[src/bbd_fifo.sv]
module bbd_fifo #(
  parameter int WIDTH = 8,
  parameter int DEPTH = 4
) (
  input  logic                       clk,
  input  logic                       rst,
  input  logic                       push,
  input  logic [WIDTH-1:0]           wdata,
  input  logic                       pop,
  output logic [WIDTH-1:0]           rdata,
  output logic                       empty,
  output logic                       full,
  output logic [$clog2(DEPTH+1)-1:0] count
);

  localparam int PW = $clog2(DEPTH);
  localparam int CW = $clog2(DEPTH+1);

  logic [WIDTH-1:0] slots [DEPTH];
  logic [PW-1:0]    wptr;
  logic [PW-1:0]    rptr;
  logic             do_push;
  logic             do_pop;

  assign empty   = (count == '0);
  assign full    = (count == CW'(DEPTH));
  assign do_push = push && !full;
  assign do_pop  = pop && !empty;
  assign rdata   = slots[rptr];

  always_ff @(posedge clk) begin
    if (rst) begin
      wptr  <= '0;
      rptr  <= '0;
      count <= '0;
    end else begin
      if (do_push) begin
        wptr <= (wptr == PW'(DEPTH-1)) ? '0 : wptr + 1'b1;
      end
      if (do_pop) begin
        rptr <= (rptr == PW'(DEPTH-1)) ? '0 : rptr + 1'b1;
      end
      if (do_push && !do_pop) begin
        count <= count + 1'b1;
      end else if (do_pop && !do_push) begin
        count <= count - 1'b1;
      end
    end
  end

  always_ff @(posedge clk) begin
    if (do_push) begin
      slots[wptr] <= wdata;
    end
  end

endmodule

[config.mk]
export PLATFORM = sky130hd
export DESIGN_NAME = bbd_fifo
export DESIGN_NICKNAME = d
export VERILOG_FILES = /design/src/bbd_fifo.sv
export SDC_FILE = /design/constraint.sdc
export NUM_CORES = 1
export LEC_CHECK = 0
export ABC_AREA = 0
export ABC_CLOCK_PERIOD_IN_PS = 3400
export BUFFER_PORTS_ARGS = -buffer_cell sky130_fd_sc_hd__buf_2
export CELL_PAD_IN_SITES_DETAIL_PLACEMENT = 1
export CELL_PAD_IN_SITES_GLOBAL_PLACEMENT = 1
export CORE_MARGIN = 8
export CORE_UTILIZATION = 50
export DETAILED_ROUTE_END_ITERATION = 16
export HOLD_SLACK_MARGIN = 0.03
export PLACE_DENSITY = 0.8
export SYNTH_ARGS = -nofsm -noshare
export SYNTH_HDL_FRONTEND = slang
export SYNTH_SLANG_ARGS = --single-unit
[constraint.sdc]
create_clock -name clk -period 3.4 [get_ports clk]
set_clock_uncertainty 0.15 [all_clocks]
set_input_delay 0.68 -clock clk [delete_from_list [all_inputs] [get_ports clk]]
set_output_delay 0.68 -clock clk [all_outputs]
set_load 0.1 [all_outputs]
---- Yosys cells after proc, flatten, opt, wreduce, memory -nomap -nowiden ----
Memories as Yosys holds them, arrays and structs flattened. A register that Yosys moved wholly into a read port is not among the register bits.
Index checks and enable logic that the tools add are counted.
cells by class
  add/subtract/negate cells ............... 4
  multiplexer cells ....................... 8
  reductions and logical operators ........ 10
  eq/ne operators ......................... 3
operators by type and width
  operator                                           count
  two-way mux 2 bit                                  4
  two-way mux 3 bit                                  2
  adder 2 x 1 -> 2 bit (second input constant)       2
  equality test 2 bit (second input constant)        2
  logical AND 1 bit                                  4
  logical NOT 1 bit                                  4
  adder 3 x 1 -> 3 bit (second input constant)       1
  equality test 3 bit (second input constant)        1
  logical NOT 3 bit                                  1
  subtractor 3 x 1 -> 3 bit (second input constant)  1
  two-way mux 1 bit                                  2
  nonzero test 2 bit                                 1
storage, ports and cells
  input port bits ......................... 12
  word-level logic and storage cells ...... 29
  memories kept ........................... 1
  bits in writable memories ............... 32
  flip-flop bits (word level) ............. 7
memory list
  memory  depth  width  rd ports  clocked after memory_dff  wr ports  RTL line  source
  slots   4      8      1         1                         1         19        logic [WIDTH-1:0] slots [DEPTH];

---- Longest topological paths before layout ----
Gate-level depths: netlist of the first run.
  word-level depth ........................ 7
  gate-level depth with buffers ........... 10
  mapped depth without buffers ............ 9

---- Worst setup path after synthesis of the first run ----
Ideal clock, no wire load.
  path type ............................... flip-flop to output port
  start point ............................. register count[0]
  end point ............................... output empty
  buffers on the path ..................... 0
  setup slack ............................. -360 ps
  required time ........................... 2570 ps
  arrival ................................. 2930 ps
  cell stages (with the launch flop) ...... 2
  cells stage by stage .................... dfxtp_1 > nor3_1
on the way
  cells in the longest elaborated chain, start to end .. 1
RTL lines
  what                      RTL line  source
  start: declaration        13        output logic [$clog2(DEPTH+1)-1:0] count
  start signal: assignment  44        count <= count + 1'b1;
  start signal: assignment  46        count <= count - 1'b1;
  logical NOT 3 bit         25        assign empty = (count == '0);
  end: declaration          11        output logic empty,
Every way passes these cells.

==> flow_summary.yaml, run 1 <==
worst_setup_path:
  crit_type: "flop to output pin"
  arrival_ps: 1910
  cp_max_fo: 8
  startpoint_type: "flop"
  critPathCaptureType: "output pin"
  required_ps: 2570
cells_and_area:
  fillers: 334
  diodes: 0
  drive_above_1_share_pct: 37.5
  fin_nets: 138
  multi_input_area_um2: 464
  final_cells: 166
  regArea_mm2: 0.00114
  final_cell_mix: "edfxtp_1, buf_2, dfxtp_1"
  utilization_pct: 58.4
  layout_commonest_cell: "edfxtp_1"
  area.growth.synth_to_final_pct: 14.0
floorplan:
  fp.dieH_um: 73.8
  start_util_pct: 51.2
  core_mm2: 0.00326
  rows: 21
  io_pins: 25
  dieArea_mm2: 0.00544
  die_x_um: 73.8
sta:
  relSlewSlack_pct: 64.4
  period_share_pct: 80.4
  finalCriticalPeriod_ps: 2740
  finalHoldViolations: 0
  drv_slew: 0
  final.setup.tns_ps: 0
  fin_ws_ps: 665
  setup_viol: 0
  max_freq_mhz: 366
  rsz0062_at_grt: "false"
  worst_pin_slew_ps: 533
clock_tree:
  htreeDepth: 2
  clock-root-buffer: "clkbuf_4"
  post_cts_resized: 0
  cts_tree: "built"
  cts_made_buffers: 5
  cts_buffer_depth: 2
  cts_hold_buffers: 0
  clkSinkCount: 41
  clock_latency_ps: 340
  cts.clk_slew.worst_paths_ps: 110
  post-cts-setup-buffers: 0
synthesis:
  synth-seq-cells: 41
  syn_nets: 111
  syn_area_per_cell_um2: 18.1
  async_reset_ff_share_pct: 0
  synthCells: 92
  synth_cell_types: 27
  syn_area_mm2: 0.00167
  synth_enable_flop_cells: 32
  ys.flop_type: "edfxtp_1"
  yosysSeqAreaShare_pct: 68.4
  yosys_warnings: 0
placement:
  dp.final_hpwl_um: 2100
  dp_slack_ps: 817
  port_buffers: 24
  post-place-cells: 158
  place_congestion: 0.720
detailed_routing:
  first_pass_iters: 4
  drc_errors: 0
  antenna_left: 0
  viasPerCell: 5.16
  wl_per_cell_um: 17.3
  drtIter0Drc: 52
  vias: 856
  wl_um: 2880
global_route:
  grt_pass1_vias: 991
  grt_max_degree: 13
  grt_overflow: 0
  grt_pass1_wl_um: 4730
  grt_usage_pct: 12.0
  antenna_found_initial: 0
power:
  p_leak_nw: 0.715
  ir_drop_mv: 0.392
  p_total_mw: 1.75
  powerDensity_mw_per_mm2: 918
hold_path:
  holdCritPathClass: "flop to flop"
job:
  max_cap_viol_count: 0
outcome:
  status: "finished clean"
[metrics by stage]
| stage | area, um2 | hold slack (ps) |
|---|---|---|
| floorplan | 1670 | 313 |
| global placement | 1830 | 325 |
| detailed placement | 1830 | 350 |
| CTS | 1900 | 366 |
| global route | 1900 | 382 |
| finish | 1900 | 367 |
[registers in the layout (all words and copies together), names as in the netlist, named ones only]
name   flops
count      3
rptr       2
slots     32
wptr       2
[where the power goes]
part,switching [mW],internal [mW],total (mW)
sequential,0.0656,0.611,0.677
combinational,0.596,0.173,0.769
clock,0.147,0.153,0.300
total,0.809,0.937,1.75
[synthesized netlist by cell type, types with 2 or more instances]
master / count / area [um2]
a21oi_1: 2 / 10.0
ha_1: 6 / 75.1
xor2_1: 2 / 17.5
mux2i_1: 2 / 20.0
nand3_1: 2 / 10.0
edfxtp_1: 32 / 961
nor2_1: 3 / 11.3
mux4_2: 8 / 180
nor3_1: 2 / 10.0
inv_1: 3 / 11.3
and3_1: 4 / 25.0
or3_1: 2 / 12.5
dfxtp_1: 9 / 180
o31ai_2: 2 / 25.0
[worst paths after layout]
kind              startpoint       end  slack, ps  cells after the start
setup / recovery        flop  rdata[5]        660                      2
setup reg to reg    count[0]  count[2]        870                      9
hold reg to reg      rptr[0]      flop        370                      2
hold / removal       rptr[0]      flop        370                      2
[metal layers]
layer | track usage [%] | share of wire, %
met1 | 12.5 | 41
met2 | 20.7 | 53
met3 | 3.41 | 4.3
met4 | 7.32 | 2.2
met5 | 0 | 0
[worst max-delay path: stages, from the launching register on]
cell	delay, ps
dfxtp_1	670
mux4_2	570
buf_2	310
[cell type report]
type,instances,share of cell area [%]
clock inverter,2,1.78
multi-input combinational,42,24.4
clock buffer,6,2.17
inverter,5,2.37
sequential,41,60.0
tap,46,3.02
timing repair buffer,24,6.31
[cell families (layout without fill, tap and decap cells)]
| family | after synthesis | count (layout) | share of synthesized area, % |
|---|---|---|---|
| and+or+nand+nor | 16 | 16 | 5.55 |
| muxes | 10 | 10 | 12.0 |
| xor gates and xnor gates | 2 | 2 | 1.05 |
| adders and majority gates | 7 | 7 | 5.70 |
| buffers and inverters | 9 | 37 | 4.12 |
| DFF | 41 | 41 | 68.4 |
| AOI/OAI and AO/OA | 7 | 7 | 3.22 |
(Power assumes the default switching activity.)
==> run 2: changes to the inputs <==
ABC_AREA = 1   (was 0)
ABC_CLOCK_PERIOD_IN_PS = 2700   (was 3400)
CORE_UTILIZATION = 44   (was 50)
PLACE_DENSITY = 0.75   (was 0.8)
clock period = 2.7 ns   (was 3.4 ns; I/O delays follow)
==> flow_summary.yaml, run 2 <==
worst_setup_path:
  startpoint_type: "flop"
  critPathCaptureType: "output pin"
  cp_max_fo: 9
  required_ps: 2010
  regToRegSetupSlack_ps: 710
  crit_type: "flop to output pin"
  arrival_ps: 1770
floorplan:
  io_pins: 25
  core_mm2: 0.00369
  start_util_pct: 46.2
  fp.dieH_um: 78.2
  die_x_um: 78.2
  dieArea_mm2: 0.00612
  rows: 22
clock_tree:
  clock-root-buffer: "clkbuf_8"
  clock_latency_ps: 280
  cts_hold_buffers: 0
  cts_buffer_depth: 2
  cts_made_buffers: 5
  cts.clk_slew.worst_paths_ps: 70
  clkSinkCount: 41
  htreeDepth: 2
  cts_tree: "built"
global_route:
  grt_overflow: 0
  grt_pass1_wl_um: 5950
  grt_usage_pct: 12.4
  antenna_found_initial: 0
  grt_max_degree: 18
  grt_pass1_vias: 1266
placement:
  dp.final_hpwl_um: 2650
  dp_slack_ps: 303
  place_congestion: 0.704
  port_buffers: 24
cells_and_area:
  regArea_mm2: 0.00114
  fillers: 414
  largest_reg_flops: 32
  final_cell_mix: "nor2_1, edfxtp_1, buf_2"
  fin_nets: 199
  largestRegisters: "slots (32), count (3)"
  drive_above_1_share_pct: 28.7
  area.growth.synth_to_final_pct: 18.9
  diodes: 0
  top_register: "slots"
  multi_input_area_um2: 523
detailed_routing:
  antenna_left: 0
  wl_per_cell_um: 15.5
  vias: 1141
  first_pass_iters: 4
  viasPerCell: 4.98
  drtIter0Drc: 42
  wl_um: 3560
  drc_errors: 0
synthesis:
  synthCells: 147
  yosysSeqAreaShare_pct: 67.0
  yosys-top-cells-count: "edfxtp_1, nor2_1, inv_1"
  syn_nets: 166
  synth_enable_flop_cells: 32
  async_reset_ff_share_pct: 0
  synthTopCellsByArea: "edfxtp_1, dfxtp_1, nor2_1"
  synth_cell_types: 20
  ys.flop_type: "edfxtp_1"
  syn_area_mm2: 0.00170
  syn_area_per_cell_um2: 11.6
  synth-seq-cells: 41
  yosys_warnings: 0
  yosysTopAreaCell: "edfxtp_1"
  yosysTopAreaCellShare_pct: 56.4
sta:
  fin_ws_ps: 236
  relSlewSlack_pct: 67.6
  setup_viol: 0
  rsz0062_at_grt: "false"
  finalHoldViolations: 0
  final.setup.tns_ps: 0
  finalCriticalPeriod_ps: 2460
  period_share_pct: 91.3
  drv_slew: 0
  worst_pin_slew_ps: 489
  max_freq_mhz: 406
hold_path:
  holdCritPathClass: "input pin to flop"
job:
  max_cap_viol_count: 0
outcome:
  status: "finished clean"
run 2: worst max-delay path, cell delays in order (launching register included):
cell and delay, ps:
dfxtp_1 410, inv_1 290, o21ai_0 200, o22ai_2 140
buf_2 450
run 2: per-layer routing:
metal / share of wire (%) / up-vias / global-route usage [%] / wire [um]
met4: 0.59 / 0 / 4.44 / 21
met3: 3.6 / 2 / 3.76 / 127
met2: 55 / 20 / 22.9 / 1960
met5: 0 / - / 0 / 0
met1: 41 / 555 / 12.9 / 1450
li1: - / 564 / - / -
run 2: final cells by class:
| class | count | area share, % |
|---|---|---|
| inverter | 18 | 3.34 |
| clock buffer | 6 | 3.58 |
| sequential | 41 | 56.4 |
| clock inverter | 2 | 0.494 |
| multi-input combinational | 86 | 25.8 |
| tap | 48 | 2.96 |
| timing repair buffer | 28 | 7.41 |
run 2: what timing repair did:
| item | CTS | global route |
|---|---|---|
| buffers inserted | 0 | 0 |
| endpoints found under the setup margin | 0 | 6 |
| gates resized for setup | 0 | 1 |
run 2: final timing paths:
check	start	end	cells past startpoint
worst max-delay path	flop	rdata[7]	4
worst min-delay path	rst	count[0]	2
worst max register to register	count[0]	count[1]	9
worst min register to register	wptr[1]	wptr[1]	2
run 2: cells by family after synthesis:
group                    count (synthesis)  synth area share [%]
buffers and inverters                   20                  5.29
flip-flops                              41                  67.0
AND/OR/NAND/NOR                         51                  12.5
AO/OA/AOI/OAI                           27                  9.18
XOR/XNOR                                 1                 0.514
adder cells (fa/ha/maj)                  7                  5.58
run 2: metrics by stage:
stage	instances	hold slack (ps)	cell area, um2	utilization (%)
finish	229	279	2030	54.9
global route	229	291	2030	54.9
CTS	229	272	2020	54.9
detailed placement	221	392	1940	52.6
global placement	221	370	1940	52.6
floorplan	147	333	1750	-
Power of run 2 is left out: the tool's default activity adds up to more than one toggle a clock period on the data nets, which glitch-free logic cannot reach.
