**config.mk**
```make
export PLATFORM = sky130hd
export DESIGN_NAME = bbd_front
export DESIGN_NICKNAME = d
export VERILOG_FILES = /design/src/bbd_pkg.sv /design/src/bbd_front.sv
export SDC_FILE = /design/constraint.sdc
export NUM_CORES = 1
export LEC_CHECK = 0
export ABC_AREA = 1
export BUFFER_PORTS_ARGS = -buffer_cell sky130_fd_sc_hd__buf_2
export CELL_PAD_IN_SITES_DETAIL_PLACEMENT = 1
export CELL_PAD_IN_SITES_GLOBAL_PLACEMENT = 1
export CORE_MARGIN = 2
export CORE_UTILIZATION = 47
export CTS_CLUSTER_SIZE = 16
export DETAILED_ROUTE_END_ITERATION = 10
export GPL_ROUTABILITY_DRIVEN = 0
export PLACE_DENSITY = 0.87
export SYNTH_ARGS = -nofsm -noshare
export SYNTH_HDL_FRONTEND = slang
export SYNTH_SLANG_ARGS = --single-unit
```
**constraint.sdc**
```tcl
create_clock -name clk -period 6.27 [get_ports clk]
set_input_delay 0.3135 -clock clk [delete_from_list [all_inputs] [get_ports clk]]
set_output_delay 0.3135 -clock clk [all_outputs]
set_load 0.05 [all_outputs]
```
**src/bbd_pkg.sv**
```systemverilog
package bbd_pkg;

  localparam int PIXEL_W   = 8;
  localparam int PAIR_W    = 9;
  localparam int SUM_W     = 10;
  localparam int CFG_W     = 13;
  localparam int CFG_IDX_W = 1;

  localparam logic [CFG_IDX_W-1:0] REG_IMAGE_WIDTH  = 1'd0;
  localparam logic [CFG_IDX_W-1:0] REG_IMAGE_HEIGHT = 1'd1;

  localparam logic [CFG_W-1:0] WIDTH_RESET  = 13'd640;
  localparam logic [CFG_W-1:0] HEIGHT_RESET = 13'd480;

  localparam int CMD_DEPTH = 4;
  localparam int OUT_DEPTH = 4;

  typedef enum logic {
    CMD_STORE,
    CMD_EMIT
  } cmd_op_t;

  typedef struct packed {
    cmd_op_t             op;
    logic                last;
    logic [PAIR_W-1:0]   pair;
  } cmd_info_t;

  typedef struct packed {
    logic [PIXEL_W-1:0]  value;
    logic                last;
  } out_word_t;

endpackage

```
**src/bbd_front.sv**
```systemverilog
module bbd_front #(
  parameter int MAX_WIDTH  = 4096,
  parameter int MAX_HEIGHT = 4096
) (
  input  logic                                         clk,
  input  logic                                         rst,
  input  logic                                         push,
  input  logic [bbd_pkg::PIXEL_W-1:0]                  pixel,
  input  logic                                         cfg_valid,
  input  logic [bbd_pkg::CFG_IDX_W-1:0]                cfg_index,
  input  logic [bbd_pkg::CFG_W-1:0]                    cfg_data,
  input  logic                                         cmd_full,
  output logic                                         cmd_push,
  output bbd_pkg::cmd_info_t                           cmd_info,
  output logic [$clog2(2*(MAX_WIDTH/2))-1:0]           cmd_idx
);

  import bbd_pkg::*;

  localparam int HALF_LINE = MAX_WIDTH / 2;
  localparam int AW = $clog2(2 * HALF_LINE);
  localparam int XW = $clog2(MAX_WIDTH);
  localparam int YW = $clog2(MAX_HEIGHT);
  localparam int WW = $clog2(MAX_WIDTH + 1);
  localparam int HW = $clog2(MAX_HEIGHT + 1);

  logic [CFG_W-1:0]   image_width;
  logic [CFG_W-1:0]   image_height;
  logic [XW-1:0]      column_position;
  logic [YW-1:0]      row_position;
  logic [PIXEL_W-1:0] held [2];

  logic [31:0]        w_full;
  logic [31:0]        h_full;
  logic [WW-1:0]      w;
  logic [HW-1:0]      h;
  logic [WW-1:0]      w4;
  logic [HW-1:0]      h4;
  logic               accept;
  logic               active;
  logic [1:0]         xp;
  logic [1:0]         yp;
  logic [XW:0]        x_inc;
  logic [YW:0]        y_inc;
  logic [XW-1:0]      column_position_next;
  logic [YW-1:0]      row_position_next;

  always_comb begin
    if (image_width < CFG_W'(4)) begin
      w_full = 32'd4;
    end else if ({19'd0, image_width} > 32'(MAX_WIDTH)) begin
      w_full = 32'(MAX_WIDTH);
    end else begin
      w_full = {19'd0, image_width};
    end
    if (image_height < CFG_W'(4)) begin
      h_full = 32'd4;
    end else if ({19'd0, image_height} > 32'(MAX_HEIGHT)) begin
      h_full = 32'(MAX_HEIGHT);
    end else begin
      h_full = {19'd0, image_height};
    end
    w  = w_full[WW-1:0];
    h  = h_full[HW-1:0];
    w4 = {w[WW-1:2], 2'b00};
    h4 = {h[HW-1:2], 2'b00};

    accept = push && !cmd_full;
    active = ({1'b0, column_position} < (XW+1)'(w4)) &&
             ({1'b0, row_position} < (YW+1)'(h4));
    xp = column_position[1:0];
    yp = row_position[1:0];

    cmd_push      = accept && active && xp[1];
    cmd_info.op   = yp[1] ? CMD_EMIT : CMD_STORE;
    cmd_info.pair = {1'b0, held[xp[0]]} + {1'b0, pixel};
    cmd_info.last = ({1'b0, column_position} == (XW+1)'(w4) - 1'b1) &&
                    ({1'b0, row_position} == (YW+1)'(h4) - 1'b1);
    cmd_idx = (yp[0] ? AW'(HALF_LINE) : '0) +
              AW'({column_position[XW-1:2], 1'b0}) +
              AW'(column_position[0]);

    x_inc = {1'b0, column_position} + 1'b1;
    y_inc = {1'b0, row_position} + 1'b1;
    column_position_next = x_inc[XW-1:0];
    row_position_next    = row_position;
    if (x_inc >= (XW+1)'(w)) begin
      column_position_next = '0;
      row_position_next    = y_inc[YW-1:0];
      if (y_inc >= (YW+1)'(h)) begin
        row_position_next = '0;
      end
    end
  end

  always_ff @(posedge clk) begin
    if (rst) begin
      image_width     <= WIDTH_RESET;
      image_height    <= HEIGHT_RESET;
      column_position <= '0;
      row_position    <= '0;
      held[0]         <= '0;
      held[1]         <= '0;
    end else begin
      if (cfg_valid) begin
        unique case (cfg_index)
          REG_IMAGE_WIDTH:  image_width  <= cfg_data;
          REG_IMAGE_HEIGHT: image_height <= cfg_data;
          default: ;
        endcase
      end
      if (accept) begin
        column_position <= column_position_next;
        row_position    <= row_position_next;
        if (active && !xp[1]) begin
          held[xp[0]] <= pixel;
        end
      end
    end
  end

endmodule

```
Word-level counts from Yosys, hierarchy flattened:

Memories as Yosys holds them, arrays and structs flattened. A register that Yosys moved wholly into a read port is not among the register bits.
Cells that the tools add are included.

* $add $sub $neg: 7
* multiply operators: 0
* divide/modulo/power cells: 0
* order comparisons: 8
* equal/unequal tests: 2
* shifts and indexed selects: 0
* mux-type cells: 19
* bitwise logic cells: 1
* reduce and logical (&&, ||, !) cells: 12

Operators with widths (count)
* 13-bit two-way mux: 4
* 12-bit two-way mux: 3
* 12-bit by 1-bit adder with 13-bit output, second input constant: 2
* 12-bit by 13-bit == test with 1-bit output: 2
* 13-bit greater-or-equal comparator: 2
* 13-bit > comparator, second input constant: 2
* 12-bit by 13-bit < comparator with 1-bit output: 2
* 13-bit by 3-bit < comparator with 1-bit output, second input constant: 2
* 13-bit by 1-bit subtractor with 13-bit output, second input constant: 2
* 12-bit by 1-bit adder with 12-bit output: 1
* 12-bit by 11-bit adder with 12-bit output: 1
* 1-bit two-way mux: 11
* 8-bit by 8-bit adder with 9-bit output: 1
* 8-bit two-way mux: 1
* 8-bit OR reduction: 1
* 1-bit logical AND: 6
* 2-bit AND reduction: 3
* 1-bit logical NOT: 2
* 1-bit inverter: 1

* register bits: 50
* bits in latches: 0
* memory bits (writable): 16
* memory bits (read-only): 0
* bits of input ports: 27
* output and inout bits: 24
* memories kept: 1

Memory list
* held: depth 2, width 8, rd ports 1, clocked after memory_dff 1, write ports 2, RTL line bbd_front.sv:31 `logic [PIXEL_W-1:0] held [2];`

Depth between registers and ports, before layout:

Gate-level depths: netlist of run 1.

* depth in word-level cells: 12
* depth in mapped cells: 21
* gate-level depth less buffers: 21

Least setup slack after synthesis of run 1:

OpenSTA, ideal clock, no wires.

* kind: reg-to-output
* start point: register image_width[5]
* end point: output port cmd_push
* data arrival time: 2892 ps
* required time: 5957 ps
* slack: 3065 ps
* cell stages (with the launch flop): 17
* path buffers: 1
* cell sequence: dfxtp_1 -> nor2_1 -> nand2_1 -> nor2_1 -> nand2_1 -> nand2_1 -> buf_4 -> nand2_1 -> ha_1 -> nand2_1 -> inv_1 -> o21ai_0 -> a21o_1 -> o211ai_1 -> nor2_1 -> nand4_1 -> nor3_1

* longest elaborated chain between the ends: 7

RTL lines
* from (decl): RTL line bbd_front.sv:27 `logic [CFG_W-1:0] image_width;`
* from (signal assigned): RTL line bbd_front.sv:107 `REG_IMAGE_WIDTH: image_width <= cfg_data;`
* 13-bit > comparator: RTL line bbd_front.sv:51 `end else if ({19'd0, image_width} > 32'(MAX_WIDTH)) begin`
* 13-bit two-way mux: RTL line bbd_front.sv:51
* 13-bit two-way mux (*): RTL line bbd_front.sv:49 `if (image_width < CFG_W'(4)) begin`
* 12-bit by 13-bit < comparator with 1-bit output (*): RTL line bbd_front.sv:69 `active = ({1'b0, column_position} < (XW+1)'(w4)) &&`
* 1-bit logical AND (*): RTL line bbd_front.sv:69
* 1-bit logical AND (*) (2 in a row): RTL line bbd_front.sv:74 `cmd_push = accept && active && xp[1];`
* to (decl): RTL line bbd_front.sv:13 `output logic cmd_push,`

Mark *: on every way between the ends. The rest lies on a longest branch, timed or not.

==> results of run 1 <==
-- power by group --
group,leakage (nW),switching (W),internal (W)
clock network,0.153,0.000211,0.000359
logic,2.25,0.000245,0.000109
registers,0.584,0.0000252,0.000464
-- registers in the layout, indices dropped and copies added, names as in the netlist, named ones only --
| signal | flops |
|---|---|
| image_height | 13 |
| column_position | 12 |
| held | 16 |
| image_width | 13 |
| row_position | 12 |
-- metrics by stage --
step           instances  power (W)
3_5_place_dp         930   0.000847
3_3_place_gp         930   0.000826
4_1_cts              946    0.00141
2_1_floorplan        773   0.000750
6_report             946    0.00141
5_1_grt              946    0.00148
-- kinds of logic after synthesis --
logic type | Yosys count
DFF | 67
muxes | 7
AOI/OAI and AO/OA | 130
xor gates and xnor gates | 29
buffers and inverters | 129
and+or+nand+nor | 352
adders and majority gates | 59
-- worst max-delay path by stage --
stage                   startpoint         end  slack [ns]
floorplan           image_width[5]    cmd_push        3.06
global placement    image_width[5]  held[1][4]        2.03
detailed placement  image_width[5]  held[1][4]        1.88
CTS                 image_width[5]  held[1][2]        1.83
global route        image_width[4]  held[1][0]        1.37
finish              image_width[4]  held[1][0]        1.72
-- layout by cell type, fill, tap and decap left out, drive strengths merged, types with 2 or more instances in the layout --
cell,instances
bufinv,2
ha,58
xnor2,7
nand2,158
a21oi,51
o41ai,2
clkinv,2
dfxtp,51
nand3b,2
o31ai,4
a211oi,3
clkbuf,10
mux2,7
nor2,113
o211ai,3
edfxtp,16
a21o,3
xor2,21
nor3,8
nand3,49
clkinvlp,2
a22oi,3
buf,51
inv,95
nand4,17
o21ai,55
-- per-layer routing --
metal	up-vias	part of all wire, %	global-route usage [%]
met4	0	3.1	12.0
li1	2610	-	-
met1	2599	42	33.9
met2	109	51	52.3
met5	-	0	0
met3	39	3.4	3.39
-- critical path: stages, from the launching register on --
cell and delay (ns):
dfxtp_1 0.38, nor2_1 0.15, nand2_1 0.06, nor2_1 0.17
nand2_1 0.08, nand2_1 0.48, nand2_1 0.34, ha_1 0.39
nand2_1 0.07, inv_1 0.04, o21ai_0 0.07, a21o_1 0.13
o211ai_1 0.10, nor2_1 0.21, nand4_1 0.20, nor2_1 0.21
nand4_1 0.52, nand2_1 0.59
-- layout make-up --
type | instances | area (µm²)
clock buffer | 10 | 239
clock inverter | 6 | 87.6
fill | 1473 | 5070
inverter | 95 | 357
multi-input combinational | 577 | 3300
sequential | 67 | 1500
tap | 140 | 175
timing repair buffer | 51 | 258
==> impl_results.md, run 1 <==
* Post-Synth Adder-Cell Area at around 14%
* FF-to-FF setup slack at 1.72 ns
* Worst skew pair latency at 0.34 ns
* Layout Nets at 887
* Worst hold path depth at 3
* WP data required at between 6 and 7 ns
* Via count at 5357
* Final Core Density at 53.9%
* Row count at 38
* Synth top area cells: dfxtp_1, ha_1, nand2_1, edfxtp_1, nor2_1
* Post-synthesis sequential area ratio at around 28%
* Layout cells sized above 1 at about a tenth
* Routed len/inst at approximately 18 µm
* Starting Density at a little under 50%
* Distinct cell type count after synthesis at 47
* Hold_ws at approximately 0.22 ns
* Fin crit share at ~73%
* Slew margin rel. at a little under 50%
* Final WS setup at around 1.7 ns
* Leakage at 2.99 nW
* Hold Path End: image_height[6]
* Proportion of synthesized area in mux cells at 1.47%
* CTS tree: yes
* Post-route cell area at ~0.006 mm²
* Hold Path Class: input pin to flip-flop
* Max clock buf depth at 2
* Number of remaining DRC errors at 0
* Die H at approximately 110 µm
* Drt initial violations at about 230
* PD cells at between 200 and 250 mW/mm²
* Post-CTS Repair Setup Buffers at 0
* Clock Skew at 0.00596 ns
* Clock Sinks at 67
* Hold_sp: cfg_data[6]
* Vias in the first global route at between 5000 and 6000
* Root buf cell: clkbuf_16
* Clock Pin Slew Worst Setup and Hold Paths at approximately 0.060 ns
* RR Endpoint: held[1][0]
* Post-DRT Antenna Nets at 0
* Total gr overflow at 0
* FMAX at roughly 220 MHz
* Vias per cell at around 5.7
* Die ar. at approximately 0.012 mm²
* CTS Buf Count at 9
* Max-Cap Viols at 0
* Core Box Area at between 0.01 and 0.015 mm²
* Synth Area in Compound Gates at a little over an eighth
* Setup_tns at 0 ns
* Die X at 111 µm
* Syn Inst Count at 773
* Xor/xnor share of the synthesized area at under 10%
* Least-Margin Pin Slew at 0.768 ns
* RSZ-0062 raised after global routing: false
* Post-Syn Area at 0.00535 mm²
* Setup CP Type: flip-flop to flip-flop
* CP Capture Type: flip-flop
* Hold buffers post-CTS at 0
* Crit path launch type: flip-flop
* Post_cts resized at 0
* Syn_area_per_cell at between 6 and 7 µm²
* Cell Area, Placed at 0.00559 mm²
* Detailed Routing Iterations Pass 1 at 5
* DP Wirelength at roughly 13000 µm
* Syn Nets at ~860
* Post-Route WL at ~17000 µm
* Max FO, Critical Path at 21
* Minimum clock period at between 4 and 5 ns
* First-pass GRT wire length at between 20000 and 30000 µm
* Yosys top cell area share at between 10% and 20%
* H-tree levels at 3
* Pins Over Slew Limit at 0
* Fraction of registers with async set/reset at 0%
* IO Pins at 51
* Initial antenna violation count at 0
* Top cells by count, synth: nand2_1, nor2_1, inv_1, ha_1, o21ai_0
* Post-synth top area cell: dfxtp_1
* Synth Area in Simple Gates at about 28%
* YS warnings at 0
* Setup violators final at 0
* Reg2Reg Depth at 17
* VDD IR max at 0.124 mV
* # diodes at 0
* Crit path DAT at between 4 and 5 ns
* Most frequent cell after synthesis: nand2_1
* Largest net degree at the start of global routing at 44
* #FFs+latches synth at 67
* Outcome: finished, final reports clean
* RR Startpoint: image_width[4]
* Port Buffers at 50
* Most used flip-flop cell after synthesis: dfxtp_1
* GRT Overall Usage at about 29%
* Final Hold Viols at 0
* Largest family of logic cells by synthesized area: simple AND/OR/NAND/NOR gates
* Post-synth EDFFs at 16
* Setup WS pre-CTS at approximately 1.9 ns
* Area delta synth->final at 10.6%
Power figures use the tool's default switching activity.
==> inputs of run 2 (changes only) <==
--- a/config.mk
+++ b/config.mk
@@ -10,11 +10,11 @@
 export CELL_PAD_IN_SITES_DETAIL_PLACEMENT = 1
 export CELL_PAD_IN_SITES_GLOBAL_PLACEMENT = 1
 export CORE_MARGIN = 2
-export CORE_UTILIZATION = 47
+export CORE_UTILIZATION = 39
 export CTS_CLUSTER_SIZE = 16
 export DETAILED_ROUTE_END_ITERATION = 10
 export GPL_ROUTABILITY_DRIVEN = 0
-export PLACE_DENSITY = 0.87
+export PLACE_DENSITY = 0.78
 export SYNTH_ARGS = -nofsm -noshare
 export SYNTH_HDL_FRONTEND = slang
 export SYNTH_SLANG_ARGS = --single-unit
==> constraint.sdc (replaced) <==
create_clock -name clk -period 3.7 [get_ports clk]
set_input_delay 0.185 -clock clk [delete_from_list [all_inputs] [get_ports clk]]
set_output_delay 0.185 -clock clk [all_outputs]
set_load 0.05 [all_outputs]
==> run 2 against run 1 <==
Effect of this change:
- sequential cell count did not move
- utilization is 7.0 points lower
- critical path depth is 5 lower
- clock skew up 0.0027 ns
- design area up 5.4%
- wire length rose by 6.9%
- non-clock buffer count is 28 higher
==> impl_results.md, run 2 (synthesized netlist as in run 1, its figures left out) <==
* Row count at 42
* Drt initial violations at 257
* H-tree levels at 3
* Area delta synth->final at 16.6%
* Cell Area, Placed at slightly below 0.006 mm²
* Via count at roughly 5400
* Largest net degree at the start of global routing at 30
* Pins Over Slew Limit at 0
* Leakage at between 3 and 4 nW
* Vias per cell at around 5.3
* CTS Buf Count at 9
* Clock Pin Slew Worst Setup and Hold Paths at ~0.060 ns
* Biggest regs: held x16, image_height x13, image_width x13
* Number of remaining DRC errors at 0
* Max-Cap Viols at 0
* Die X at ~120 µm
* Setup violators final at 0
* Final Core Density at between 40% and 50%
* Fin crit share at approximately 90%
* Clock Sinks at 67
* Starting Density at 40.2%
* Post-DRT Antenna Nets at 0
* PD cells at between 300 and 400 mW/mm²
* Crit path DAT at between 3 and 4 ns
* Slew margin rel. at roughly three fifths
* Root buf cell: clkbuf_16
* CP Capture Type: output port
* Detailed Routing Iterations Pass 1 at 5
* Layout Nets at just over 900
* Max reg flops at 16
* Hold Path Class: input pin to flip-flop
* Reg with most FFs: held
* Port Buffers at 50
* Max FO, Critical Path at 9
* Post-Route WL at around 19000 µm
* WP data required at approximately 3.5 ns
* Post-route cell area at between 0.006 and 0.007 mm²
* Initial antenna violation count at 0
* RSZ-0062 raised after global routing: false
* Outcome: finished, final reports clean
* Worst skew pair latency at ~0.35 ns
* Routed len/inst at 18.3 µm
* Max clock buf depth at 2
* IO Pins at between 50 and 60
* Core Box Area at about 0.013 mm²
* Commonest cells after routing, fill and taps aside: nand2_1, nor2_1, inv_1, ha_1, o21ai_0
* Final Hold Viols at 0
* Vias in the first global route at approximately 5900
* Crit path launch type: flip-flop
* Layout cells sized above 1 at approximately 15%
* Total gr overflow at 0
* VDD IR max at approximately 0.22 mV
* Filler Cell Count at 1729
* Hold buffers post-CTS at 0
* Die ar. at about 0.015 mm²
* # diodes at 0
* Least-Margin Pin Slew at around 0.59 ns
* First-pass GRT wire length at between 20000 and 30000 µm
* CTS tree: yes
* Setup CP Type: flip-flop to output port
* Reg2Reg Depth at 16
* FMAX at approximately 290 MHz
* Worst hold path depth at 3
* Commonest non-fill, non-tap cell in the layout: nand2_1
* Minimum clock period at approximately 3.4 ns
* Die H at ~120 µm
* GRT Overall Usage at between 20% and 30%
* DP Wirelength at between 10000 and 15000 µm
* Clock Skew at ~0.0087 ns
[run 2: final cells by class]
| cell class | count | area, µm² | share of cell area, % |
|---|---|---|---|
| timing repair inverter | 2 | 12.5 | 0.201 |
| multi-input combinational | 577 | 3340 | 53.6 |
| sequential | 67 | 1500 | 24.1 |
| timing repair buffer | 79 | 474 | 7.60 |
| inverter | 95 | 360 | 5.78 |
| tap | 176 | 220 | 3.53 |
| clock buffer | 11 | 243 | 3.89 |
| clock inverter | 5 | 77.6 | 1.24 |
[run 2: critical path, cell delays in order (launching register included)]
cell and delay [ns]:
dfxtp_1 0.55, mux2_2 0.39, ha_1 0.35, a21oi_1 0.17, nand2_1 0.10, a21oi_1 0.14
inv_1 0.06, a21oi_1 0.20, nor2_1 0.07, o21ai_0 0.18, nand2_1 0.13, xor2_1 0.24
buf_2 0.31
[run 2: metal layers]
layer  track usage (%)  wire length [µm]  vias to the layer above
li1                  -                 -                     2664
met1              28.0              7640                     2605
met2              48.2              9730                      103
met3              4.42               534                       41
met4              11.6               628                        0
met5                 0                 0                        -
[run 2: timing repair]
action	CTS	global route
hold endpoints to repair	0	0
setup buffers	0	1
gates resized for setup	3	16
endpoints found under the setup margin	13	20
gates cloned	0	2
[run 2: power breakdown]
group	switching [W]	leakage (nW)	internal (W)
Sequential	0.0000356	0.585	0.000786
Clock	0.000344	0.156	0.000606
Combinational	0.000446	2.40	0.000208
Total	0.000825	3.14	0.00160
[run 2: path summary, 6_finish.rpt]
kind                 startpoint         endpoint  slack [ns]
min                 cfg_data[7]  image_height[7]         0.1
max                   flip-flop      cmd_info[7]        0.28
max reg2reg  column_position[0]  row_position[0]        0.34
min reg2reg      image_width[1]   image_width[1]        0.49
[run 2: per-stage QoR]
step | setup WS, ns | hold WS [ns] | total power [W] | std cells | TNS (ns)
floorplan | 0.623 | 0.272 | 0.00127 | 773 | 0
global placement | 0.00861 | 0.436 | 0.00143 | 993 | 0
detailed placement | -0.171 | 0.444 | 0.00147 | 993 | -0.816
finish | 0.282 | 0.0997 | 0.00243 | 1012 | 0
CTS | 0.0757 | 0.0874 | 0.00243 | 1009 | 0
global route | 0.00628 | 0.120 | 0.00253 | 1012 | 0
